**src/rtl/core/ttu_pkg.sv**
```systemverilog
// Shared types and constants for the text to unsigned parser.
`default_nettype none

package ttu_pkg;

    // Radix codes
    localparam logic [5:0] RADIX_AUTO  = 6'd0;
    localparam logic [5:0] RADIX_ONE   = 6'd1;
    localparam logic [5:0] RADIX_OCT   = 6'd8;
    localparam logic [5:0] RADIX_DEC   = 6'd10;
    localparam logic [5:0] RADIX_HEX   = 6'd16;
    localparam logic [5:0] RADIX_MAX   = 6'd36;
    localparam logic [5:0] RADIX_RESET = 6'd10;

    // Digit code for a character that is no digit in any radix
    localparam logic [5:0] NO_DIGIT = 6'd63;

    // Character codes
    localparam logic [7:0] CH_TAB   = 8'd9;
    localparam logic [7:0] CH_CR    = 8'd13;
    localparam logic [7:0] CH_SPACE = 8'd32;
    localparam logic [7:0] CH_NBSP  = 8'd160;
    localparam logic [7:0] CH_FF    = 8'd255;
    localparam logic [7:0] CH_PLUS  = 8'h2B;
    localparam logic [7:0] CH_MINUS = 8'h2D;
    localparam logic [7:0] CH_ZERO  = 8'h30;
    localparam logic [7:0] CH_NINE  = 8'h39;
    localparam logic [7:0] CH_UA    = 8'h41;
    localparam logic [7:0] CH_UX    = 8'h58;
    localparam logic [7:0] CH_UZ    = 8'h5A;
    localparam logic [7:0] CH_LA    = 8'h61;
    localparam logic [7:0] CH_LX    = 8'h78;
    localparam logic [7:0] CH_LZ    = 8'h7A;
    localparam logic [7:0] LETTER_BIAS = 8'd10;

    // Classified character, as it travels from the front to the back
    typedef struct packed {
        logic       first;
        logic       blank;
        logic       minus;
        logic       plus;
        logic       zero;
        logic       x_mark;
        logic [5:0] dval;
    } t_char_info;

    // Queue status seen by the top level
    typedef struct packed {
        logic full;
        logic empty;
    } t_q_stat;

endpackage

`default_nettype wire

```
**src/rtl/core/text_to_unsigned_parser.sv**
```systemverilog
// Streaming text to unsigned converter: one character per cycle.
// Throughput: one character per cycle; a full result register under stall
//   holds the two-entry queue, which then stalls the input.
// Path: the stopping character is written into the queue, then popped by the back end,
//   which loads the result register; a result-side stall can hold it in the queue.
// Reset: synchronous, active low; radix returns to 10, parser goes idle.
`default_nettype none

module text_to_unsigned_parser #(
    parameter int VALUE_BITS  = 32,
    parameter int OFFSET_BITS = 16
) (
    input  wire logic                     i_clk,
    input  wire logic                     i_rst_n,
    input  wire logic                     i_cfg_we,
    input  wire logic [5:0]               i_cfg_data,
    input  wire logic                     i_in_valid,
    output logic                          o_in_stall,
    input  wire logic [7:0]               i_ch,
    input  wire logic                     i_first,
    output logic                          o_out_valid,
    input  wire logic                     i_out_stall,
    output logic [VALUE_BITS-1:0]         o_value,
    output logic [OFFSET_BITS-1:0]        o_end_offset,
    output logic                          o_digits_found,
    output logic                          o_overflowed,
    output logic                          o_negative
);

    logic [5:0]          r_radix;
    ttu_pkg::t_char_info f_info;
    ttu_pkg::t_char_info q_info;
    ttu_pkg::t_q_stat    q_stat;
    logic                q_push;
    logic                q_pop;

    // Radix register
    always_ff @(posedge i_clk) begin
        if (!i_rst_n) begin
            r_radix <= ttu_pkg::RADIX_RESET;
        end else if (i_cfg_we) begin
            r_radix <= i_cfg_data;
        end
    end

    assign o_in_stall = q_stat.full;
    assign q_push     = i_in_valid && !q_stat.full;

    ttu_front u_front (
        .i_ch    (i_ch),
        .i_first (i_first),
        .o_info  (f_info)
    );

    ttu_queue u_queue (
        .i_clk   (i_clk),
        .i_rst_n (i_rst_n),
        .i_push  (q_push),
        .i_data  (f_info),
        .i_pop   (q_pop),
        .o_data  (q_info),
        .o_stat  (q_stat)
    );

    ttu_back #(
        .VALUE_BITS  (VALUE_BITS),
        .OFFSET_BITS (OFFSET_BITS)
    ) u_back (
        .i_clk          (i_clk),
        .i_rst_n        (i_rst_n),
        .i_radix        (r_radix),
        .i_avail        (!q_stat.empty),
        .i_info         (q_info),
        .o_pop          (q_pop),
        .o_out_valid    (o_out_valid),
        .i_out_stall    (i_out_stall),
        .o_value        (o_value),
        .o_end_offset   (o_end_offset),
        .o_digits_found (o_digits_found),
        .o_overflowed   (o_overflowed),
        .o_negative     (o_negative)
    );

`ifndef ASSERT_OFF
    // Queue cannot be both full and empty
    a_q_stat: assert property (@(posedge i_clk) disable iff (!i_rst_n)
        !(q_stat.full && q_stat.empty))
        else $error("queue full and empty at once");

    // Overflow only reported with digits
    a_ovf_dig: assert property (@(posedge i_clk) disable iff (!i_rst_n)
        (o_out_valid && o_overflowed) |-> o_digits_found)
        else $error("overflow without digits");

    // No digits gives zero value and zero offset
    a_no_dig: assert property (@(posedge i_clk) disable iff (!i_rst_n)
        (o_out_valid && !o_digits_found) |-> (o_value == '0 && o_end_offset == '0))
        else $error("empty parse with nonzero result");

    // Positive saturation is all ones
    a_sat: assert property (@(posedge i_clk) disable iff (!i_rst_n)
        (o_out_valid && o_overflowed && !o_negative) |-> (o_value == '1))
        else $error("saturated value not all ones");
`endif

endmodule

`default_nettype wire

```
**src/rtl/core/ttu_front.sv**
```systemverilog
// Front end: classifies each incoming character.
`default_nettype none

module ttu_front (
    input  wire logic [7:0]          i_ch,
    input  wire logic                i_first,
    output ttu_pkg::t_char_info      o_info
);

    logic [5:0] dval;
    logic       blank;

    // Whitespace set
    always_comb begin
        blank = (i_ch inside {[ttu_pkg::CH_TAB:ttu_pkg::CH_CR], ttu_pkg::CH_SPACE,
                              ttu_pkg::CH_NBSP, ttu_pkg::CH_FF});
    end

    // Digit value, either letter case
    always_comb begin
        if (i_ch inside {[ttu_pkg::CH_ZERO:ttu_pkg::CH_NINE]}) begin
            dval = 6'(i_ch - ttu_pkg::CH_ZERO);
        end else if (i_ch inside {[ttu_pkg::CH_UA:ttu_pkg::CH_UZ]}) begin
            dval = 6'(i_ch - ttu_pkg::CH_UA + ttu_pkg::LETTER_BIAS);
        end else if (i_ch inside {[ttu_pkg::CH_LA:ttu_pkg::CH_LZ]}) begin
            dval = 6'(i_ch - ttu_pkg::CH_LA + ttu_pkg::LETTER_BIAS);
        end else begin
            dval = ttu_pkg::NO_DIGIT;
        end
    end

    assign o_info.first  = i_first;
    assign o_info.blank  = blank;
    assign o_info.minus  = (i_ch == ttu_pkg::CH_MINUS);
    assign o_info.plus   = (i_ch == ttu_pkg::CH_PLUS);
    assign o_info.zero   = (i_ch == ttu_pkg::CH_ZERO);
    assign o_info.x_mark = (i_ch == ttu_pkg::CH_LX) || (i_ch == ttu_pkg::CH_UX);
    assign o_info.dval   = dval;

endmodule

`default_nettype wire

```
**src/rtl/core/ttu_queue.sv**
```systemverilog
// Two-entry queue of classified characters between front and back.
`default_nettype none

module ttu_queue (
    input  wire logic                i_clk,
    input  wire logic                i_rst_n,
    input  wire logic                i_push,
    input  wire ttu_pkg::t_char_info i_data,
    input  wire logic                i_pop,
    output ttu_pkg::t_char_info      o_data,
    output ttu_pkg::t_q_stat         o_stat
);

    ttu_pkg::t_char_info r_mem [2];
    logic                r_wr;
    logic                r_rd;
    logic [1:0]          r_count;
    logic [1:0]          n_count;

    // Occupancy
    always_comb begin
        n_count = r_count;
        if (i_push && !i_pop) begin
            n_count = r_count + 2'd1;
        end else if (!i_push && i_pop) begin
            n_count = r_count - 2'd1;
        end
    end

    always_ff @(posedge i_clk) begin
        if (!i_rst_n) begin
            r_wr    <= 1'b0;
            r_rd    <= 1'b0;
            r_count <= 2'd0;
        end else begin
            if (i_push) begin
                r_wr <= ~r_wr;
            end
            if (i_pop) begin
                r_rd <= ~r_rd;
            end
            r_count <= n_count;
        end
    end

    // Storage, no reset needed
    always_ff @(posedge i_clk) begin
        if (i_push) begin
            r_mem[r_wr] <= i_data;
        end
    end

    assign o_data       = r_mem[r_rd];
    assign o_stat.full  = (r_count == 2'd2);
    assign o_stat.empty = (r_count == 2'd0);

endmodule

`default_nettype wire

```
**src/rtl/core/ttu_back.sv**
```systemverilog
// Back end: parse sequencer, digit accumulator and result register.
`default_nettype none

module ttu_back #(
    parameter int VALUE_BITS  = 32,
    parameter int OFFSET_BITS = 16
) (
    input  wire logic                     i_clk,
    input  wire logic                     i_rst_n,
    input  wire logic [5:0]               i_radix,
    input  wire logic                     i_avail,
    input  wire ttu_pkg::t_char_info      i_info,
    output logic                          o_pop,
    output logic                          o_out_valid,
    input  wire logic                     i_out_stall,
    output logic [VALUE_BITS-1:0]         o_value,
    output logic [OFFSET_BITS-1:0]        o_end_offset,
    output logic                          o_digits_found,
    output logic                          o_overflowed,
    output logic                          o_negative
);

    localparam int WB = VALUE_BITS + 7;

    typedef enum logic [2:0] {
        PH_IDLE,
        PH_LEAD,
        PH_START,
        PH_ZERO,
        PH_DIGITS,
        PH_DONE
    } t_phase;

    t_phase                  r_phase;
    logic [VALUE_BITS-1:0]   r_acc;
    logic [5:0]              r_base;
    logic                    r_sign;
    logic                    r_ovf;
    logic                    r_dig;
    logic [OFFSET_BITS-1:0]  r_pos;

    t_phase                  n_phase;
    logic [VALUE_BITS-1:0]   n_acc;
    logic [5:0]              n_base;
    logic                    n_sign;
    logic                    n_ovf;
    logic                    n_dig;
    logic [OFFSET_BITS-1:0]  n_pos;

    logic                    live;
    logic                    start;
    logic                    do_scan;
    logic                    do_emit;
    logic                    emit_ok;
    logic                    got;
    logic [WB-1:0]           mac;
    logic                    fits;
    logic [VALUE_BITS-1:0]   res_mag;
    logic [VALUE_BITS-1:0]   res_value;
    logic                    out_free;

    // Take an item whenever the result slot can accept one
    assign out_free = !o_out_valid || !i_out_stall;
    assign o_pop    = i_avail && out_free;

    // Per-character step
    always_comb begin
        n_phase = r_phase;
        n_acc   = r_acc;
        n_base  = r_base;
        n_sign  = r_sign;
        n_ovf   = r_ovf;
        n_dig   = r_dig;
        n_pos   = r_pos;
        live    = 1'b0;
        start   = 1'b0;
        do_scan = 1'b0;
        do_emit = 1'b0;
        emit_ok = 1'b0;
        mac     = '0;
        fits    = 1'b0;
        if (o_pop) begin
            // restart or advance position
            if (i_info.first) begin
                n_phase = PH_LEAD;
                n_acc   = '0;
                n_base  = i_radix;
                n_sign  = 1'b0;
                n_ovf   = 1'b0;
                n_dig   = 1'b0;
                n_pos   = '0;
                live    = 1'b1;
            end else if (r_phase != PH_IDLE && r_phase != PH_DONE) begin
                live = 1'b1;
                if (r_pos != '1) begin
                    n_pos = r_pos + 1'b1;
                end
            end
            if (live) begin
                case (n_phase)
                    PH_LEAD: begin
                        if (i_info.blank) begin
                            n_phase = PH_LEAD;
                        end else if (i_info.minus) begin
                            n_sign  = 1'b1;
                            n_phase = PH_START;
                        end else if (i_info.plus) begin
                            n_phase = PH_START;
                        end else begin
                            start = 1'b1;
                        end
                    end
                    PH_START: start = 1'b1;
                    PH_ZERO: begin
                        if (i_info.x_mark) begin
                            n_base  = ttu_pkg::RADIX_HEX;
                            n_phase = PH_DIGITS;
                        end else begin
                            if (n_base == ttu_pkg::RADIX_AUTO) begin
                                n_base = ttu_pkg::RADIX_OCT;
                            end
                            // the leading zero counts as a digit
                            n_dig   = 1'b1;
                            do_scan = 1'b1;
                        end
                    end
                    PH_DIGITS: do_scan = 1'b1;
                    default: begin
                        n_phase = r_phase;
                    end
                endcase
            end
            // first character after whitespace and sign
            if (start) begin
                if (n_base == ttu_pkg::RADIX_ONE || n_base > ttu_pkg::RADIX_MAX) begin
                    do_emit = 1'b1;
                end else if (n_base == ttu_pkg::RADIX_AUTO) begin
                    if (i_info.zero) begin
                        n_phase = PH_ZERO;
                    end else begin
                        n_base  = ttu_pkg::RADIX_DEC;
                        do_scan = 1'b1;
                    end
                end else if (n_base == ttu_pkg::RADIX_HEX && i_info.zero) begin
                    n_phase = PH_ZERO;
                end else begin
                    do_scan = 1'b1;
                end
            end
            // digit accumulate with overflow hold
            if (do_scan) begin
                mac  = WB'(n_acc) * WB'(n_base) + WB'(i_info.dval);
                fits = (mac[WB-1:VALUE_BITS] == '0);
                if (i_info.dval >= n_base) begin
                    do_emit = 1'b1;
                    emit_ok = 1'b1;
                end else begin
                    n_dig   = 1'b1;
                    n_phase = PH_DIGITS;
                    if (fits) begin
                        n_acc = mac[VALUE_BITS-1:0];
                    end else begin
                        n_ovf = 1'b1;
                    end
                end
            end
            if (do_emit) begin
                n_phase = PH_DONE;
            end
        end
    end

    // Result formatting
    always_comb begin
        got       = emit_ok && n_dig;
        res_mag   = got ? (n_ovf ? '1 : n_acc) : '0;
        res_value = n_sign ? (VALUE_BITS'(0) - res_mag) : res_mag;
    end

    // Parser state and result register
    always_ff @(posedge i_clk) begin
        if (!i_rst_n) begin
            r_phase     <= PH_IDLE;
            r_acc       <= '0;
            r_base      <= '0;
            r_sign      <= 1'b0;
            r_ovf       <= 1'b0;
            r_dig       <= 1'b0;
            r_pos       <= '0;
            o_out_valid <= 1'b0;
        end else begin
            r_phase <= n_phase;
            r_acc   <= n_acc;
            r_base  <= n_base;
            r_sign  <= n_sign;
            r_ovf   <= n_ovf;
            r_dig   <= n_dig;
            r_pos   <= n_pos;
            if (o_pop && do_emit) begin
                o_out_valid <= 1'b1;
            end else if (!i_out_stall) begin
                o_out_valid <= 1'b0;
            end
        end
        if (o_pop && do_emit) begin
            o_value        <= res_value;
            o_end_offset   <= got ? n_pos : '0;
            o_digits_found <= got;
            o_overflowed   <= got && n_ovf;
            o_negative     <= n_sign;
        end
    end

endmodule

`default_nettype wire

```
**config.mk**
```make
export PLATFORM = sky130hd
export DESIGN_NAME = text_to_unsigned_parser
export DESIGN_NICKNAME = d
export VERILOG_FILES = /design/src/rtl/core/ttu_pkg.sv /design/src/rtl/core/text_to_unsigned_parser.sv /design/src/rtl/core/ttu_front.sv /design/src/rtl/core/ttu_queue.sv /design/src/rtl/core/ttu_back.sv
export SDC_FILE = /design/constraint.sdc
export NUM_CORES = 1
export LEC_CHECK = 0
export BUFFER_PORTS_ARGS = -buffer_cell sky130_fd_sc_hd__buf_2
export CORE_ASPECT_RATIO = 0.6
export CORE_UTILIZATION = 50
export DETAILED_ROUTE_END_ITERATION = 6
export PLACE_DENSITY_LB_ADDON = 0.12
export REMOVE_ABC_BUFFERS = 1
export SLEW_MARGIN = 10
export SYNTH_ARGS = -nofsm -noshare
export SYNTH_HDL_FRONTEND = slang
export SYNTH_HIERARCHICAL = 1
export SYNTH_SLANG_ARGS = --single-unit
```
**constraint.sdc**
```tcl
create_clock -name i_clk -period 24 [get_ports i_clk]
set_clock_uncertainty 0.2 [all_clocks]
set_input_delay 7.2 -clock i_clk [delete_from_list [all_inputs] [get_ports i_clk]]
set_output_delay 7.2 -clock i_clk [all_outputs]
set_load 0.05 [all_outputs]
```
==> impl_results.md <==
- CP Class: in -> reg
- Met1 usage: between 40 and 50%
- Adder-Cell Fraction of Synth Area: approximately a quarter
- Max Fclk: between 80 and 90 MHz
- Slew margin rel.: a little under half
- Synth-to-layout area growth: 7.530%
- Met2 Resource Use GR: approximately 44%
- Stages on the worst setup path: 16
- Drt drc: 0
- Final GP Congestion: 0.9665
- GR Util met3: under 10%
- Setup bufs post-CTS: 0
- Ant diodes: 0
- Pin count of the biggest net entering global routing: 66
- Layer carrying the most global-route usage: met1
- Register bit total from synthesis: 147
- Slew Limit Fails: 0
- Avg Vias per Cell: between 6 and 7
- Final setup TNS: 0 ps
- Hold-fix buffer count after cts: 0
- Ys Warns: 6
- Antenna Violating Nets Remaining: 0
- Hold Fails Final Rpt: 0
- Max Cap Violations: 0
- Design Area, Final: between 0.015 and 0.02 mm^2
- Initial antenna violation count: 0
- DIE WIDTH: 226.1 um
- TritonCTS buffer count: 17
- H-tree depth: 4
- Power density over cell area: roughly 60 mW/mm^2
- Height of the chip: between 100 and 150 um
- Syn avg cell area: approximately 8.7 um^2
- Avg WL per Cell: around 21 um
- Clk sink count: 147
- P_leak: slightly above 7 nW
- Iter 0 DRT Violations: ~1300
- Ys flop type: edfxtp_1
- Async SR Flop Fraction: 0%
- R2R Setup Slk: roughly 13000 ps
- Fill count: roughly 2700
- CP Max Fanout: between 50 and 60
- Share of layout cells above drive strength 1: approximately an eighth
- Largest family of logic cells by synthesized area: adder cells
- CTS max path bufs: 2
- # rows: 48
- CP Capture Point: u_back/o_value[29]
- Hold Path Origin: u_back/r_acc[9]
- Post-route minimum period: 11150 ps
- Synth cell types: around 110
- Total die area: roughly 0.031 mm^2
- Worst path most repeated cell: nand2_1
- CP arrival: 11190 ps
- Status: complete, no violations
- Simple-Gate Fraction of Synth Area: a little under a quarter
- Critical path cell sequence: buf_2, nand2_1, nand2_1, buf_4, inv_1, nand2_1, buf_4, nand2_1, o21ai_0, a2111oi_2, a31oi_1, a21oi_2, nand4_2, nor3_4, a311oi_1, a311oi_1
- Reg2Reg Depth: 30
- Root Buffer: clkbuf_16
- CTS resizes: 0
- DP Area: roughly 0.016 mm^2
- Final Util: a little under three fifths
- Post-synthesis sequential area ratio: between 20% and 30%
- Clk_lat worst skew: 450 ps
- Final period utilization: 46.44%
- Setup Viol. Count Final: 0
- Cell at the slowest stage of the critical path: inv_1
- Detailed placement HPWL: between 30000 and 40000 um
- Input/output buffers: 72
- Synth Area in XOR/XNOR: 3.944%
- Clock slew at reported path FFs: around 60 ps
- Global-route wire length before repair: just over 70000 um
- Via count: between 10000 and 15000
- DRT Wirelength: ~45000 um
- Worst VDD drop: between 40 and 50 uV
- Worst stage delay on the critical path: around 600 ps
- Tot GR Track Use: between 30% and 40%
- Nets: 1993
- R2R Path End: u_back/o_value[29]
- 1st-pass router iterations: 6
- CORE AREA: ~0.029 mm^2
- Synth Area in Compound Gates: 15.76%
- CP startpoint kind: input port
- Crit path from: i_out_stall
- Worst Tran Pin Value: ~800 ps
- Multiplexer share of the synthesized area: 2.615%
- Post-synth EDFFs: 75
- Cell count after synthesis: 1731
- Worst hold path class: reg -> reg
- Initial Util: between 50% and 60%
- Grt total ovfl: 0
- Critical Path RT: between 20000 and 25000 ps
- CP Capture Type: register
- Io pins: 73
- Crit path buffers/inverters: 4
- Commonest non-fill, non-tap cell in the layout: nor2_1
- RSZ-0062 raised after global routing: false
- Syn Std Cell Area: between 0.015 and 0.02 mm^2
- Commonest cells after routing, fill and taps aside: nor2_1 (330), nand2_1 (141), fa_1 (124)
- Top Family by Delay on Critical Path: compound AO/OA/AOI/OAI gates
- TritonCTS clock tree: yes
- Vias in the first global route: around 13000
-- where the power goes --
part           total (mW)  switching [mW]  internal, mW
Combinational       0.389           0.281         0.108
Sequential          0.317          0.0185         0.298
Clock               0.261           0.118         0.143
Total               0.967           0.418         0.549
-- through the flow --
stage	worst slack, ps	power [mW]	hold slack (ps)	std cells
after detailed placement	12520	0.7039	274.8	2127
after CTS	13020	0.9644	282.5	2159
after global routing	12310	1.013	318.2	2159
after floorplan	12020	0.5842	252.5	1638
after global placement	12650	0.6995	269.1	2127
final	12850	0.9666	283.8	2159
-- how the worst min path moves through the flow --
| stage | endpoint | depth (start not counted) | slack, ps |
|---|---|---|---|
| after floorplan | u_back/r_acc[26] | 2 | 250 |
| after global placement | u_back/r_acc[9] | 2 | 270 |
| after detailed placement | u_back/r_acc[9] | 2 | 270 |
| after CTS | u_back/r_acc[9] | 2 | 280 |
| after global routing | u_back/r_acc[9] | 2 | 320 |
| final | u_back/r_acc[9] | 2 | 280 |
-- metal layers --
metal | part of all wire, % | wire, um
met5 | 0 | 0
met4 | 2.3 | 1040
met3 | 7.5 | 3359
met2 | 42 | 18580
met1 | 48 | 21600
-- cell families (layout without fill, tap and decap cells) --
family | Yosys count | count (layout)
buffers and inverters | 162 | 190
xor gates and xnor gates | 67 | 67
and+or+nand+nor | 741 | 741
muxes | 37 | 37
adders and majority gates | 227 | 227
DFF | 147 | 147
AOI/OAI and AO/OA | 350 | 350
-- state kept, by name, summed over array words and instances (netlist names), named ones only --
| signal | flops |
|---|---|
| u_back/o_digits_found | 1 |
| u_queue/r_rd | 1 |
| u_back/r_dig | 1 |
| u_back/r_phase | 3 |
| r_radix | 6 |
| u_back/o_out_valid | 1 |
| u_back/r_acc | 32 |
| u_back/o_overflowed | 1 |
| u_back/r_pos | 16 |
| u_back/r_sign | 1 |
| u_back/r_base | 6 |
| u_back/o_end_offset | 16 |
| u_back/r_ovf | 1 |
| u_queue/r_count | 2 |
| u_back/o_negative | 1 |
| u_back/o_value | 32 |
| u_queue/r_mem | 24 |
| u_queue/r_wr | 1 |
-- worst reg2reg max path, delay by kind of cell (launching register included) --
family	cells	cell delay, ps
mux	3	1160
buf+inv	5	970
compound gates	5	1380
flops	1	640
fa+ha+maj	5	2280
simple gates	12	4160
-- cell type report --
class	count	area [um^2]	area share (%)
Clock buffer	20	467.9	2.888
Clock inverter	12	91.34	0.5636
Multi-Input combinational cell	1422	10710	66.06
Inverter	69	259.0	1.598
Tap cell	400	500.5	3.088
Sequential cell	147	3694	22.79
Timing Repair Buffer	89	488.0	3.011
-- synth_stat cells, types with 9 or more instances --
| library cell | number | share of area, % |
|---|---|---|
| nor2b_1 | 17 | 0.71 |
| nor2_1 | 331 | 8.2 |
| nand3_1 | 48 | 1.6 |
| a31oi_1 | 15 | 0.62 |
| mux2_2 | 19 | 1.4 |
| fa_1 | 124 | 16 |
| and3_1 | 22 | 0.91 |
| a21o_1 | 10 | 0.50 |
| clkbuf_1 | 58 | 1.4 |
| o22ai_1 | 11 | 0.46 |
| and2_1 | 22 | 0.91 |
| edfxtp_1 | 75 | 15 |
| mux2i_1 | 18 | 1.2 |
| or2_2 | 13 | 0.54 |
| buf_2 | 18 | 0.60 |
| inv_1 | 68 | 1.7 |
| xor2_1 | 32 | 1.9 |
| o21ai_1 | 10 | 0.33 |
| or3_1 | 9 | 0.37 |
| o211ai_1 | 9 | 0.45 |
| o21ai_0 | 61 | 2.0 |
| nand2_1 | 141 | 3.5 |
| ha_1 | 103 | 8.6 |
| nor3_1 | 24 | 0.80 |
| nand4_1 | 22 | 0.91 |
| xnor2_1 | 34 | 2.0 |
| a21oi_1 | 119 | 4.0 |
| nand2b_1 | 40 | 1.7 |
| dfxtp_1 | 72 | 9.6 |
| o21bai_1 | 14 | 0.70 |
Note: power is estimated with default switching activity, not from simulation.
